### config.mk
export PLATFORM = sky130hd
export DESIGN_NAME = length_prefixed_frame_parser
export DESIGN_NICKNAME = d
export VERILOG_FILES = /design/src/rtl/lpfp_pkg.sv /design/src/rtl/length_prefixed_frame_parser.sv
export SDC_FILE = /design/constraint.sdc
export NUM_CORES = 1
export LEC_CHECK = 0
export BUFFER_PORTS_ARGS = -buffer_cell sky130_fd_sc_hd__buf_4
export CAP_MARGIN = 25
export CORE_ASPECT_RATIO = 1.1
export CORE_MARGIN = 5
export CORE_UTILIZATION = 64
export DETAILED_ROUTE_END_ITERATION = 12
export PLACE_DENSITY = 0.85
export SLEW_MARGIN = 0
export SYNTH_ARGS = -nofsm -noshare
export SYNTH_HDL_FRONTEND = slang
export SYNTH_SLANG_ARGS = --single-unit
### constraint.sdc
create_clock -name clk -period 4.3 [get_ports clk]
set_input_delay 0.43 -clock clk [delete_from_list [all_inputs] [get_ports clk]]
set_output_delay 0.43 -clock clk [all_outputs]
set_load 0.005 [all_outputs]
### src/rtl/lpfp_pkg.sv
package lpfp_pkg;

    localparam int unsigned ByteWidth  = 8;
    localparam int unsigned CodeWidth  = 4;
    localparam int unsigned CfgIdxWidth = 2;

    // configuration register indexes
    localparam logic [CfgIdxWidth-1:0] CFG_HEAD_VALUE        = 2'd0;
    localparam logic [CfgIdxWidth-1:0] CFG_TAIL_FIRST_VALUE  = 2'd1;
    localparam logic [CfgIdxWidth-1:0] CFG_TAIL_SECOND_VALUE = 2'd2;

    localparam logic [ByteWidth-1:0] HEAD_VALUE_RST        = 8'd36;
    localparam logic [ByteWidth-1:0] TAIL_FIRST_VALUE_RST  = 8'd13;
    localparam logic [ByteWidth-1:0] TAIL_SECOND_VALUE_RST = 8'd10;

    typedef enum logic [CodeWidth-1:0] {
        PH_HEAD    = 4'd0,
        PH_SRC     = 4'd1,
        PH_CMD     = 4'd2,
        PH_IDLEN   = 4'd3,
        PH_ID      = 4'd4,
        PH_MACLEN  = 4'd5,
        PH_MAC     = 4'd6,
        PH_CONTLEN = 4'd7,
        PH_CONTENT = 4'd8,
        PH_SUM     = 4'd9,
        PH_END0    = 4'd10,
        PH_END1    = 4'd11
    } phase_t;

    typedef struct packed {
        logic [ByteWidth-1:0] in_byte;
        logic                 frame_start;
    } frame_in_t;

    typedef struct packed {
        logic [ByteWidth-1:0] out_byte;
        logic [CodeWidth-1:0] field_code;
        logic [ByteWidth-1:0] field_offset;
        logic                 frame_done;
        logic                 head_match;
        logic                 sum_match;
        logic                 tail_match;
    } frame_out_t;

endpackage

### src/rtl/length_prefixed_frame_parser.sv
// Length-prefixed frame parser. Takes one byte per cycle on the input channel
// while in_stall is low and returns exactly one registered, tagged result per
// byte: the byte itself, the code of the frame field it falls in (head,
// source, command, three length/data pairs, checksum, two end bytes) and its
// offset inside that field. A running XOR covers head through content; on the
// second end byte frame_done rises together with the head, checksum and end
// byte checks. frame_start forces the byte to be taken as a new head. All
// per-byte work is one combinational step on the parser state, so a byte can
// be accepted every cycle while the one-entry skid register is empty; behind
// the output register, it absorbs one more byte while the output side stalls.
// Configuration registers must be written only while no request is in flight.
module length_prefixed_frame_parser (
    input  logic                                clk,
    input  logic                                rst_n,
    input  logic                                cfg_write_en,
    input  logic [lpfp_pkg::CfgIdxWidth-1:0]    cfg_index,
    input  logic [lpfp_pkg::ByteWidth-1:0]      cfg_data,
    input  logic                                in_valid,
    output logic                                in_stall,
    input  lpfp_pkg::frame_in_t                 in_data,
    output logic                                out_valid,
    input  logic                                out_stall,
    output lpfp_pkg::frame_out_t                out_data
);

    logic [lpfp_pkg::ByteWidth-1:0] head_value_reg;
    logic [lpfp_pkg::ByteWidth-1:0] tail_first_value_reg;
    logic [lpfp_pkg::ByteWidth-1:0] tail_second_value_reg;

    lpfp_pkg::phase_t               phase_reg, phase_next;
    logic [lpfp_pkg::ByteWidth-1:0] bytes_left_reg, bytes_left_next;
    logic [lpfp_pkg::ByteWidth-1:0] position_reg, position_next;
    logic [lpfp_pkg::ByteWidth-1:0] xor_reg, xor_next;
    logic                           head_ok_reg, head_ok_next;
    logic                           sum_ok_reg, sum_ok_next;
    logic                           end0_ok_reg, end0_ok_next;

    lpfp_pkg::frame_out_t           out_reg, skid_reg, result;
    logic                           out_valid_reg, skid_valid_reg;

    lpfp_pkg::phase_t               ph;
    logic [lpfp_pkg::ByteWidth-1:0] b;
    logic [lpfp_pkg::ByteWidth-1:0] left_dec;
    logic                           in_acc, out_take;

    assign in_acc   = in_valid && !skid_valid_reg;
    assign out_take = out_valid_reg && !out_stall;
    assign in_stall = skid_valid_reg;
    assign out_valid = out_valid_reg;
    assign out_data  = out_reg;

    // configuration
    always_ff @(posedge clk or negedge rst_n)
    begin
        if (!rst_n)
        begin
            head_value_reg        <= lpfp_pkg::HEAD_VALUE_RST;
            tail_first_value_reg  <= lpfp_pkg::TAIL_FIRST_VALUE_RST;
            tail_second_value_reg <= lpfp_pkg::TAIL_SECOND_VALUE_RST;
        end
        else if (cfg_write_en)
        begin
            case (cfg_index)
                lpfp_pkg::CFG_HEAD_VALUE:        head_value_reg        <= cfg_data;
                lpfp_pkg::CFG_TAIL_FIRST_VALUE:  tail_first_value_reg  <= cfg_data;
                lpfp_pkg::CFG_TAIL_SECOND_VALUE: tail_second_value_reg <= cfg_data;
                default: ;
            endcase
        end
    end

    // per-byte parse step
    always_comb
    begin
        b  = in_data.in_byte;
        ph = in_data.frame_start ? lpfp_pkg::PH_HEAD : phase_reg;
        left_dec = bytes_left_reg - 8'd1;

        phase_next      = ph;
        bytes_left_next = bytes_left_reg;
        position_next   = position_reg;
        xor_next        = xor_reg;
        head_ok_next    = head_ok_reg;
        sum_ok_next     = sum_ok_reg;
        end0_ok_next    = end0_ok_reg;

        result.out_byte     = b;
        result.field_code   = ph;
        result.field_offset = '0;
        result.frame_done   = 1'b0;
        result.head_match   = 1'b0;
        result.sum_match    = 1'b0;
        result.tail_match   = 1'b0;

        case (ph)
            lpfp_pkg::PH_SRC: phase_next = lpfp_pkg::PH_CMD;
            lpfp_pkg::PH_CMD: phase_next = lpfp_pkg::PH_IDLEN;
            lpfp_pkg::PH_IDLEN, lpfp_pkg::PH_MACLEN, lpfp_pkg::PH_CONTLEN:
            begin
                bytes_left_next = b;
                position_next   = '0;
                // empty field: skip straight past its data phase
                phase_next = lpfp_pkg::phase_t'(ph + ((b != '0) ? 4'd1 : 4'd2));
            end
            lpfp_pkg::PH_ID, lpfp_pkg::PH_MAC, lpfp_pkg::PH_CONTENT:
            begin
                result.field_offset = position_reg;
                position_next   = position_reg + 8'd1;
                bytes_left_next = left_dec;
                if (left_dec == '0)
                begin
                    phase_next = lpfp_pkg::phase_t'(ph + 4'd1);
                end
            end
            lpfp_pkg::PH_SUM:
            begin
                sum_ok_next = (b == xor_reg);
                phase_next  = lpfp_pkg::PH_END0;
            end
            lpfp_pkg::PH_END0:
            begin
                end0_ok_next = (b == tail_first_value_reg);
                phase_next   = lpfp_pkg::PH_END1;
            end
            lpfp_pkg::PH_END1:
            begin
                result.frame_done = 1'b1;
                result.head_match = head_ok_reg;
                result.sum_match  = sum_ok_reg;
                result.tail_match = end0_ok_reg && (b == tail_second_value_reg);
                phase_next = lpfp_pkg::PH_HEAD;
            end
            default:
            begin
                // head, and any unused phase code
                result.field_code = lpfp_pkg::PH_HEAD;
                head_ok_next    = (b == head_value_reg);
                sum_ok_next     = 1'b0;
                end0_ok_next    = 1'b0;
                bytes_left_next = '0;
                position_next   = '0;
                xor_next        = b;
                phase_next      = lpfp_pkg::PH_SRC;
            end
        endcase

        if (ph != lpfp_pkg::PH_HEAD && ph <= lpfp_pkg::PH_CONTENT)
        begin
            xor_next = xor_reg ^ b;
        end
    end

    always_ff @(posedge clk or negedge rst_n)
    begin
        if (!rst_n)
        begin
            phase_reg      <= lpfp_pkg::PH_HEAD;
            bytes_left_reg <= '0;
            position_reg   <= '0;
            xor_reg        <= '0;
            head_ok_reg    <= 1'b0;
            sum_ok_reg     <= 1'b0;
            end0_ok_reg    <= 1'b0;
        end
        else if (in_acc)
        begin
            phase_reg      <= phase_next;
            bytes_left_reg <= bytes_left_next;
            position_reg   <= position_next;
            xor_reg        <= xor_next;
            head_ok_reg    <= head_ok_next;
            sum_ok_reg     <= sum_ok_next;
            end0_ok_reg    <= end0_ok_next;
        end
    end

    // output register with one-entry skid
    always_ff @(posedge clk or negedge rst_n)
    begin
        if (!rst_n)
        begin
            out_valid_reg  <= 1'b0;
            skid_valid_reg <= 1'b0;
        end
        else if (skid_valid_reg)
        begin
            if (out_take)
            begin
                skid_valid_reg <= 1'b0;
            end
        end
        else if (in_acc)
        begin
            if (out_valid_reg && !out_take)
            begin
                skid_valid_reg <= 1'b1;
            end
            else
            begin
                out_valid_reg <= 1'b1;
            end
        end
        else if (out_take)
        begin
            out_valid_reg <= 1'b0;
        end
    end

    always_ff @(posedge clk)
    begin
        if (skid_valid_reg)
        begin
            if (out_take)
            begin
                out_reg <= skid_reg;
            end
        end
        else if (in_acc)
        begin
            if (out_valid_reg && !out_take)
            begin
                skid_reg <= result;
            end
            else
            begin
                out_reg <= result;
            end
        end
    end

    a_skid_needs_out: assert property (@(posedge clk) disable iff (!rst_n)
        skid_valid_reg |-> out_valid_reg)
        else $error("skid entry held without an output entry");

    a_done_on_end1: assert property (@(posedge clk) disable iff (!rst_n)
        out_valid_reg && out_reg.frame_done |->
            out_reg.field_code == lpfp_pkg::PH_END1)
        else $error("frame_done outside the second end byte");

    a_match_only_done: assert property (@(posedge clk) disable iff (!rst_n)
        out_valid_reg && !out_reg.frame_done |->
            !out_reg.head_match && !out_reg.sum_match && !out_reg.tail_match)
        else $error("match flag set without frame_done");

    a_start_to_src: assert property (@(posedge clk) disable iff (!rst_n)
        in_acc && in_data.frame_start |=> phase_reg == lpfp_pkg::PH_SRC)
        else $error("frame start did not restart the parse");

    a_skid_on_stall: assert property (@(posedge clk) disable iff (!rst_n)
        $rose(skid_valid_reg) |-> $past(out_valid_reg && out_stall))
        else $error("skid entry filled while output was free");

endmodule
[Word level (Yosys, flattened, before mapping)]
Cells that the tools add are included.
Word-level totals
  word-level logic and storage cells: 113
  output and inout port bits: 26
  input bits: 24
  flip-flop bits (word level): 105
Cells by class
  mux-type cells: 24
  equal/unequal tests: 21
  $lt $le $gt $ge: 1
  reduce and logical (&&, ||, !) cells: 31
  bitwise operators: 6
  add/subtract/negate cells: 4
Operators with widths (count)
  $mux 24: 4
  $eq 8x8->1: 4
  $pmux 4 s7: 1
  $mux 8: 3
  $pmux 8 s3: 1
  $reduce_or 10->1: 2
  $eq 4x3->1 const B: 4
  $eq 4x4->1 const B: 4
  $mux 4: 4
  $pmux 8 s2: 1
  $reduce_and 2->1: 8
  $reduce_or 11->1: 1
  $reduce_and 3->1: 3
  $add 8x1->8 const B: 1
  $eq 4x2->1 const B: 2
  $logic_not 8->1: 1
  $reduce_bool 8->1: 1
  $sub 8x1->8 const B: 1
  $xor 8x8->8: 1
  $mux 1: 7
  $reduce_or 3->1: 2
  $logic_and 1x1->1: 5
  $not 1->1: 5
  $reduce_or 5->1: 1
  14 further kinds: 20

[Depth between registers and ports, before layout]
Gate-level depths: netlist of run 1.
  word-level depth: 7
  gate-level depth with buffers: 13
  gate-level depth less buffers: 9

[Least setup slack after synthesis of run 1]
No wires, ideal clock.
  path kind: input port to flip-flop
  start point: input port in_data[0] (netlist name)
  end point: register xor_reg[7] (netlist name)
  setup slack: 1.236 ns
  data required time: 4.178 ns
  cell stages on the path: 12
  data arrival time: 2.942 ns
  library setup time: 0.122 ns
  cells stage by stage: buf_2 > buf_1 > nand2b_1 > inv_1 > ha_1 > buf_6 > or2_4 > a211oi_4 > o211ai_2 > or2_1 > buf_6 > a32o_1
Between the ends
  longest elaborated chain between the ends: 5
RTL lines
  start, declared: line length_prefixed_frame_parser.sv:20  | input lpfp_pkg::frame_in_t in_data,
  $mux 4 *: line length_prefixed_frame_parser.sv:76  | ph = in_data.frame_start ? lpfp_pkg::PH_HEAD : phase_reg;
  $le 4x4->1 (tied with other cells): line length_prefixed_frame_parser.sv:147  | if (ph != lpfp_pkg::PH_HEAD && ph <= lpfp_pkg::PH_CONTENT)
  $logic_and 1x1->1 / $reduce_or 11->1 (equally long branches)
  $ne 2x1->1 (no line)
  $reduce_and 2->1 (no line)
  end signal, assigned: line length_prefixed_frame_parser.sv:170  | xor_reg <= xor_next;
  end, declared: line length_prefixed_frame_parser.sv:33  | logic [lpfp_pkg::ByteWidth-1:0] xor_reg, xor_next;
Every way passes the cells marked *; elsewhere a longest branch is shown, timed or not.
A chain may end at the register's enable or synchronous reset.

[Worst setup path after layout of run 1]
  start point: register phase_reg[1]
  end point: register xor_reg[7] (netlist name)
Between the ends
  longest elaborated chain between the ends: 5
RTL lines
  start, declared: line length_prefixed_frame_parser.sv:30  | lpfp_pkg::phase_t phase_reg, phase_next;
  start signal, assigned: line length_prefixed_frame_parser.sv:157  | phase_reg <= lpfp_pkg::PH_HEAD;
  start signal, assigned: line length_prefixed_frame_parser.sv:167  | phase_reg <= phase_next;
  $mux 4 *: line length_prefixed_frame_parser.sv:76
  $le 4x4->1 (tied with other cells): line length_prefixed_frame_parser.sv:147
  $logic_and 1x1->1 / $reduce_or 11->1 (equally long branches)
  $ne 2x1->1 (no line)
  $reduce_and 2->1 (no line)
Marked as above.

==> flow_summary.ini, run 1 <==
[clock_network]
cts-buffers-inserted = 9
post_cts_buffers = 0
htree_levels = 3
cts_buffer_depth = 2
root_buffer = clkbuf_8
clk_latency_ns = 0.37
path_clk_slew_ns = 0.11
cts_tree = yes
postCtsResizedCells = 0
hold_buffers = 0
clkSinkCount = 105

[synthesis]
synth_area_sq_um = 5380
avgSynthCellArea_sq_um = 11.8
synthFlopType = dfrtp_1
syn_nets = 491
netlist_instances = 457
synth_warnings = 0
synth_cell_types = 58
synth_area_leaders = edfxtp_1, dfrtp_1, mux2_2, xnor2_1, dfstp_2
synth_top_area_share_pct = 26.8
synth_edf_count = 48
synthArstFlopShare_pct = 54.3
ys_seq_elements = 105
yosysSeqAreaShare_pct = 53.5
synth_top_area_cell = edfxtp_1

[setup_path]
arrival_ns = 3.29
crit_chain = nand2b_1, inv_1, ha_1, or2_4, a211oi_4, o211ai_2, or2_1, a32o_1
slowest_stage = a211oi_4
max_stage_delay_ns = 0.43
startpoint_type = register
path_max_fanout = 13
end_kind = register
critical_path_class = reg -> reg
crit_required_ns = 4.57

[global_routing]
grt_pass1_vias = 3663
grt-ovfl-total = 0
grt_first_pass_wirelength_um = 18900
met1_usage_pct = 30.6
grt_max_degree = 58
grtUsageMet2_pct = 38.3
met3_usage_pct = 5.05
grtUsageTotal_pct = 22.8
antenna_found_initial = 0
gr-max-usage-layer = met2

[placed_design]
portBuffers = 49
gp_congestion = 0.893
hpwlAfterDp_um = 7970
place_inst = 594

[drt]
wl_per_cell_um = 18.5
drc = 0
via_count = 3724
totalWireLength_um = 11300
drt_iter0_drc = 286
drtAntennaViolNets = 0
drt-pass1-iter-count = 5
via_per_inst = 6.10

[power]
vdd_ir_drop_max_v = 0.000265
p_leak_nw = 2.33
p_per_area_nw_per_um2 = 564

[sta]
fmax_mhz = 331
hold_slack_ns = 0.118
fin_crit_sh_pct = 70.2
maxSlewViolCount = 0
finalSetupViolations = 0
fin_tns_setup_ns = 0
finClkSkew_ns = 0.0159
fin_crit_ns = 3.02
grt_setup_unrepaired = false
max_slew_margin_pct = 41.0
hold_violations = 0
tightest_slew_ns = 0.879

[finish]
antenna_cells = 0
finish.net_count = 528
area_growth_pct = 10.7
multi_input_area_sq_um = 2300
fillers = 565
seqCellArea_sq_um = 2880
post_route_cells_drive_above_1_share_pct = 25.5
fin_cells = 610

[floorplan]
die_height_um = 106
core_sq_um = 8280
ios = 50
die_area_sq_um = 10300
start_util_pct = 65.0
rows = 35
die_x_um = 97.4

[job]
cap_viol_max_count = 0

[outcome]
outcome = completed

[hold_path]
hp-class = in -> async
==> power by group <==
group          switching, mW  leakage (nW)  internal, mW  total, mW
Combinational          0.673          1.08         0.584       1.26
Sequential             0.176          1.16          1.37       1.55
Clock                  0.332        0.0882         0.218      0.551
Total                   1.18          2.33          2.17       3.36
==> critical path: cells and delay by family, from the launching register on <==
kind                     cells  cell delay [ns]
buffers and inverters        1             0.15
AND/OR/NAND/NOR              3             0.97
adder cells (fa/ha/maj)      1             0.32
AO/OA/AOI/OAI                3             1.07
flip-flops                   1             0.39
==> worst paths after layout <==
kind                               from                       to  slack, ns  cells past startpoint
setup / recovery           phase_reg[1]               xor_reg[7]       1.28                      8
setup reg to reg           phase_reg[1]               xor_reg[7]       1.28                      8
hold / removal                    rst_n          position_reg[1]       0.12                      1
max in group asynchronous         rst_n  tail_first_value_reg[1]       3.69                      1
hold reg to reg             head_ok_reg              head_ok_reg       0.49                      2
min in group clk            cfg_data[3]        head_value_reg[3]       0.31                      2
==> placed cells by master (no fill, tap or decap), types with 5 or more instances in the layout <==
cell       Yosys  final
and3_1         5      5
edfxtp_1      48     48
inv_1         14     14
buf_4          1     54
xnor2_1       31     31
ha_1           9      9
nor3_1         8      8
nor2_1        18     18
nand2_1       27     27
and2_1        10     10
dfstp_2        7      7
a21oi_1       16     15
o21ai_0       18     18
nor2b_1       15     15
o2bb2ai_1      6      6
a32o_1         8      8
nand3b_1      10     10
nand4_1        7      7
nand3_1        7      7
o31ai_1        7      7
clkbuf_8       0      9
dfrtp_1       50     50
nand2b_1       7      7
nor4_1         7      7
mux2_2        43     43
==> synthesized netlist by cell type (2+ instances only) <==
cell,instances
dfrtp_1,50
edfxtp_1,48
mux2_2,43
xnor2_1,31
nand2_1,27
nor2_1,18
o21ai_0,18
clkbuf_1,17
a21oi_1,16
nor2b_1,15
inv_1,14
and2_1,10
nand3b_1,10
ha_1,9
a32o_1,8
nor3_1,8
dfstp_2,7
nand2b_1,7
nand3_1,7
nand4_1,7
nor4_1,7
o31ai_1,7
o2bb2ai_1,6
and3_1,5
buf_2,4
buf_6,4
or3_1,4
xor2_1,4
a211oi_1,3
a221oi_1,3
a22o_1,3
o21ai_1,3
a22oi_1,2
a31oi_1,2
a32oi_1,2
buf_1,2
nand4bb_1,2
o21a_1,2
o21bai_1,2
o32a_1,2
==> kinds of logic (layout without fill, tap and decap cells) <==
family	count (synthesis)	after routing	share of synthesized area, %
flip-flops	105	105	53.5
XOR/XNOR	35	35	5.70
buffers and inverters	43	85	3.72
AO/OA/AOI/OAI	87	87	11.7
AND/OR/NAND/NOR	134	134	13.9
adder cells (fa/ha/maj)	10	10	2.47
multiplexers	43	43	9.01
==> per-layer routing <==
metal  share of wire, %  wire [um]
met5                  0          0
met4               0.81         91
met3                5.6        630
met2                 50       5690
met1                 43       4850
==> stage by stage <==
stage                     setup WS, ns  instance area [sq um]  power (mW)  util [%]
after CTS                         1.29                   5950        3.37      71.9
after floorplan                   1.24                   5380        2.42         -
final                             1.28                   5950        3.36      71.9
after detailed placement         0.943                   5780        2.82      69.8
after global routing              1.05                   5950        3.58      71.9
after global placement            1.05                   5780        2.77      69.8
==> cell type report <==
class                   count  area share (%)
clock buffers              11            2.23
clock inverters             5           0.631
repair buffers             54            6.81
inverters                  15           0.946
multi-input cells         309            38.7
well taps                 111            2.33
flip-flops and latches    105            48.3
Note: power is estimated with default switching activity, not from simulation.
==> run 2: changes to the inputs <==
--- a/config.mk
+++ b/config.mk
@@ -9,9 +9,9 @@
 export CAP_MARGIN = 25
 export CORE_ASPECT_RATIO = 1.1
 export CORE_MARGIN = 5
-export CORE_UTILIZATION = 64
+export CORE_UTILIZATION = 59
 export DETAILED_ROUTE_END_ITERATION = 12
-export PLACE_DENSITY = 0.85
+export PLACE_DENSITY = 0.79
 export SLEW_MARGIN = 0
 export SYNTH_ARGS = -nofsm -noshare
 export SYNTH_HDL_FRONTEND = slang
==> constraint.sdc (replaced) <==
create_clock -name clk -period 3.1 [get_ports clk]
set_input_delay 0.31 -clock clk [delete_from_list [all_inputs] [get_ports clk]]
set_output_delay 0.31 -clock clk [all_outputs]
set_load 0.005 [all_outputs]
==> run 2 against run 1 <==
The flow now finishes with violations (negative hold slack). Design area grew 0.61%. Sequential power up 39%. Register-to-register slack got worse by 0.92 ns. Core utilization decreased by 4.4 points. Non-clock buffer count up 3. Flip-flop and latch count is the same. First-iteration DRC count grew 17%. Count of clock-buffer cells in the layout is 1 lower. Critical path type unchanged. Critical endpoint unchanged.
==> flow_summary.ini, run 2 (synthesis gave the netlist of run 1 again) <==
[placed_design]
pre_cts_ws_ns = 0.159
post_dp_cell_area_sq_um = 5810
gp_congestion = 0.901
place_inst = 600
portBuffers = 49
hpwlAfterDp_um = 8150

[sta]
tightest_slew_ns = 0.747
hold_slack_ns = -0.00223
finClkSkew_ns = 0.00904
grt_setup_unrepaired = false
fmax_mhz = 365
maxSlewViolCount = 0
hold_violations = 3
fin_crit_sh_pct = 88.3
max_slew_margin_pct = 50.2
finalSetupViolations = 0
fin_crit_ns = 2.74
layout_setup_ws_ns = 0.361
fin_tns_setup_ns = 0

[drt]
drt_iter0_drc = 334
drtAntennaViolNets = 0
via_per_inst = 6.01
totalWireLength_um = 11300
via_count = 3702
wl_per_cell_um = 18.3
drt-pass1-iter-count = 4
drc = 0

[clock_network]
cts_tree = yes
root_buffer = clkbuf_8
post_cts_buffers = 0
path_clk_slew_ns = 0.10
htree_levels = 3
hold_buffers = 0
clk_latency_ns = 0.38
postCtsResizedCells = 0
cts-buffers-inserted = 9
clkSinkCount = 105
cts_buffer_depth = 2

[finish]
fin_cells = 616
fin_area_sq_um = 5990
layout_commonest_cell = buf_4
area_growth_pct = 11.4
final_core_util_pct = 67.5
finish.net_count = 531
antenna_cells = 0
post_route_cells_drive_above_1_share_pct = 25.9
mostFrequentLayoutCells = buf_4, dfrtp_1, edfxtp_1

[power]
switchingPower_mw = 1.65
p_leak_nw = 2.34
vdd_ir_drop_max_v = 0.000325
internal-power_mw = 3.05
pwr-share-seq_pct = 45.8
p_clk_share_pct = 16.9
total_power_mw = 4.70
p_per_area_nw_per_um2 = 785
sw_frac_of_total_pct = 35.1
pwr-share-comb_pct = 37.3

[global_routing]
antenna_found_initial = 0
grt_first_pass_wirelength_um = 18500
grtUsageTotal_pct = 21.4
grt-ovfl-total = 0
grt_max_degree = 58
grt_pass1_vias = 3683

[outcome]
outcome = finished, violations left
violations = negative hold slack

[setup_path]
crit_required_ns = 3.37
critical_path_class = reg -> reg
rrSetupSlack_ns = 0.36
r2r_cells = 8
end_kind = register
arrival_ns = 3.01
r2r_end = xor_reg[7]
path_max_fanout = 9
startpoint_type = register
r2r_start = phase_reg[1]

[floorplan]
start_util_pct = 60.6
rows = 36
ios = 50
core_sq_um = 8870
die_area_sq_um = 11100
die_x_um = 101
die_height_um = 110

[hold_path]
hp-class = in -> async

[job]
cap_viol_max_count = 0
[run 2: cell types whose count changed in the layout (fill, tap and decap cells not counted)]
cell      previous run  this run
inv_4                2         0
buf_4               54        57
clkinv_2             0         1
clkbuf_2             1         0
inv_6                2         1
clkinv_1             0         1
clkinv_4             0         2
clkbuf_8             9        10
clkbuf_1             1         0
[run 2: how the worst max path moves through the flow]
stage	startpoint	endpoint	slack, ns	cells past startpoint
after global routing	phase_reg[1]	xor_reg[7]	0.15	8
after global placement	in_data[0]	xor_reg[7]	0.24	9
after CTS	phase_reg[1]	xor_reg[7]	0.37	8
after floorplan	in_data[0]	xor_reg[7]	0.16	12
after detailed placement	in_data[0]	xor_reg[7]	0.16	9
final	phase_reg[1]	xor_reg[7]	0.36	8
[run 2: area by class of cell]
| cell class | count | area [sq um] |
|---|---|---|
| fill | 645 | 2890 |
| multi-input combinational | 309 | 2300 |
| tap | 114 | 143 |
| timing repair buffer | 57 | 428 |
| clock inverter | 6 | 42.5 |
| inverter | 15 | 56.3 |
| sequential | 105 | 2880 |
| clock buffer | 10 | 138 |
[run 2: layer usage]
metal	vias to the layer above	share of wire [%]	global-route usage [%]
met3	13	4.8	3.65
met4	0	1.4	5.70
li1	1746	-	-
met1	1845	43	28.8
met2	98	50	36.2
met5	-	0	0
[run 2: worst max-delay path, cell delays in order (launching register included)]
cell and delay [ns]:
dfrtp_1 0.39, nand2b_1 0.24, inv_1 0.15, ha_1 0.32, or2_4 0.31, a211oi_4 0.40, o211ai_2 0.16, or2_1 0.37
a32o_1 0.30
[run 2: power by group through the flow]
stage	Sequential (mW)	Clock [mW]	Combinational, mW
floorplan	2.13	0	1.23
global placement	2.16	0	1.72
detailed placement	2.18	0	1.76
CTS	2.15	0.806	1.76
global route	2.20	0.864	1.93
finish	2.15	0.796	1.75
==> run 3: changes to the inputs <==
--- a/config.mk
+++ b/config.mk
@@ -5,6 +5,7 @@
 export SDC_FILE = /design/constraint.sdc
 export NUM_CORES = 1
 export LEC_CHECK = 0
+export ABC_AREA = 1
 export BUFFER_PORTS_ARGS = -buffer_cell sky130_fd_sc_hd__buf_4
 export CAP_MARGIN = 25
 export CORE_ASPECT_RATIO = 1.1
==> run 3 against run 2 <==
The flow still finishes with violations (negative hold slack). Wire length grew 4.2%. Fmax grew 6.2%. Combinational power is 16% lower. Register-to-register slack gained 0.16 ns. Synthesized area decreased by 0.93%. Clock skew decreased by 0.0028 ns. Sequential power decreased by 5%. Flip-flop and latch count unchanged. Total power is 9.4% lower. Synthesized cell count grew 29%. Clock power down 6.2%. Sequential share of layout area grew 0.61 points. Largest power group unchanged.
==> flow_summary.ini, run 3 <==
[floorplan]
core_sq_um = 8830
ios = 50
die_area_sq_um = 11000
start_util_pct = 60.3
die_height_um = 110
rows = 36
die_x_um = 101

[setup_path]
arrival_ns = 2.84
critical_path_class = reg -> reg
end_kind = register
startpoint_type = register
crit_required_ns = 3.36
path_max_fanout = 16

[sta]
maxSlewViolCount = 0
grt_setup_unrepaired = false
finalSetupViolations = 0
fin_tns_setup_ns = 0
tightest_slew_ns = 0.729
hold_slack_ns = -0.0159
fmax_mhz = 388
finClkSkew_ns = 0.00621
hold_violations = 10
fin_crit_sh_pct = 83.2
fin_crit_ns = 2.58
max_slew_margin_pct = 51.4

[clock_network]
cts_buffer_depth = 2
post_cts_buffers = 0
path_clk_slew_ns = 0.09
htree_levels = 3
root_buffer = clkbuf_8
postCtsResizedCells = 0
clkSinkCount = 105
clk_latency_ns = 0.37
cts-buffers-inserted = 9
cts_tree = yes
hold_buffers = 0

[synthesis]
yosysSeqAreaShare_pct = 54.0
avgSynthCellArea_sq_um = 9.06
synth_area_sq_um = 5330
syn_nets = 622
ys_seq_elements = 105
synth_cell_types = 45
synthArstFlopShare_pct = 54.3
synth_warnings = 0
synth_commonest_cells = nand2_1, inv_1, dfrtp_1, edfxtp_1
synth_top_area_share_pct = 27.1
netlist_instances = 588
yosysMostFrequentCell = nand2_1
synth_top_area_cell = edfxtp_1
synth_edf_count = 48
synth_area_leaders = edfxtp_1, dfrtp_1, nand2_1, inv_1, o21ai_0
synthFlopType = dfrtp_1

[finish]
mostFrequentLayoutCells = nand2_1, inv_1, buf_4
multi_input_area_sq_um = 2090
final_core_util_pct = 67.0
layout_commonest_cell = nand2_1
finish.net_count = 662
area_growth_pct = 11.0
antenna_cells = 0
fin_cells = 747
post_route_cells_drive_above_1_share_pct = 16.4
fillers = 703
seqCellArea_sq_um = 2880

[drt]
drt_iter0_drc = 272
totalWireLength_um = 11800
via_count = 4112
via_per_inst = 5.50
wl_per_cell_um = 15.8
drt-pass1-iter-count = 5
drc = 0
drtAntennaViolNets = 0

[hold_path]
hp-class = in -> async

[power]
p_per_area_nw_per_um2 = 720
vdd_ir_drop_max_v = 0.000312
p_leak_nw = 2.68

[global_routing]
grt_pass1_vias = 4079
grt-ovfl-total = 0
grtUsageTotal_pct = 23.2
grt_first_pass_wirelength_um = 19900
grt_max_degree = 58
antenna_found_initial = 0

[outcome]
violations = negative hold slack
outcome = finished, violations left

[job]
cap_viol_max_count = 0

[placed_design]
portBuffers = 49
place_inst = 731
gp_congestion = 0.974
hpwlAfterDp_um = 8470
run 3: changes by cell type after synthesis, sizes merged, moves of 7 or more:
cell / change
xnor2: -17
a32o: -8
xor2: +13
inv: +51
and2: -9
nand2b: -7
nand3: +18
nor2b: -15
nand3b: -10
nor2: +32
nand2: +145
mux2: -43
o21ai: +27
run 3: layout make-up:
type | count | share of cell area (%)
sequential | 105 | 48.7
multi-input combinational | 394 | 35.4
inverter | 66 | 4.23
clock inverter | 7 | 0.635
clock buffer | 9 | 2.10
timing repair buffer | 52 | 6.60
tap | 114 | 2.41
run 3: layer usage:
layer | wire (um) | track usage (%) | share of wire [%] | up-vias
li1 | - | - | - | 1993
met1 | 4980 | 29.4 | 42 | 1940
met2 | 5880 | 39.6 | 50 | 156
met3 | 718 | 4.51 | 6.1 | 23
met4 | 204 | 8.18 | 1.7 | 0
met5 | 0 | 0 | 0 | -
run 3: critical path, cell delays in order, from the launching register on:
cell and delay, ns:
dfrtp_1 0.36, inv_1 0.04, nor2_1 0.30, inv_1 0.16, ha_1 0.28, o21ai_2 0.23, nand3_4 0.21, nor2_4 0.24
nand2_2 0.12, o21ai_4 0.21, o211ai_1 0.17, o21a_1 0.14
run 3: per-stage QoR:
stage	area, sq um	setup WS [ns]	power, mW
floorplan	5330	0.604	3.04
global placement	5750	0.601	3.47
detailed placement	5750	0.505	3.54
CTS	5910	0.558	4.29
global route	5910	0.276	4.56
finish	5910	0.521	4.26
run 3: worst paths after layout:
check                                   startpoint                 endpoint  slack [ns]  depth (start not counted)
hold / removal                               rst_n             phase_reg[3]       -0.02                          1
max in group asynchronous                    rst_n               xor_reg[3]        2.63                          1
setup reg to reg                      phase_reg[0]               xor_reg[3]        0.52                         11
min in group clk                        in_data[1]             skid_reg[16]        0.19                          1
hold reg to reg            tail_first_value_reg[3]  tail_first_value_reg[3]        0.50                          2
setup / recovery                      phase_reg[0]               xor_reg[3]        0.52                         11
run 3: logic make-up after synthesis:
kind of cell,count (synthesis),share of synthesized area (%)
flip-flops,105,54.0
adder cells (fa/ha/maj),10,2.49
XOR/XNOR,31,5.10
buffers and inverters,89,6.86
AND/OR/NAND/NOR,273,22.5
AO/OA/AOI/OAI,80,9.04
run 3: power by group:
group	switching (mW)	internal [mW]	total, mW
Sequential	0.176	1.86	2.04
Combinational	0.908	0.561	1.47
Clock	0.464	0.282	0.747
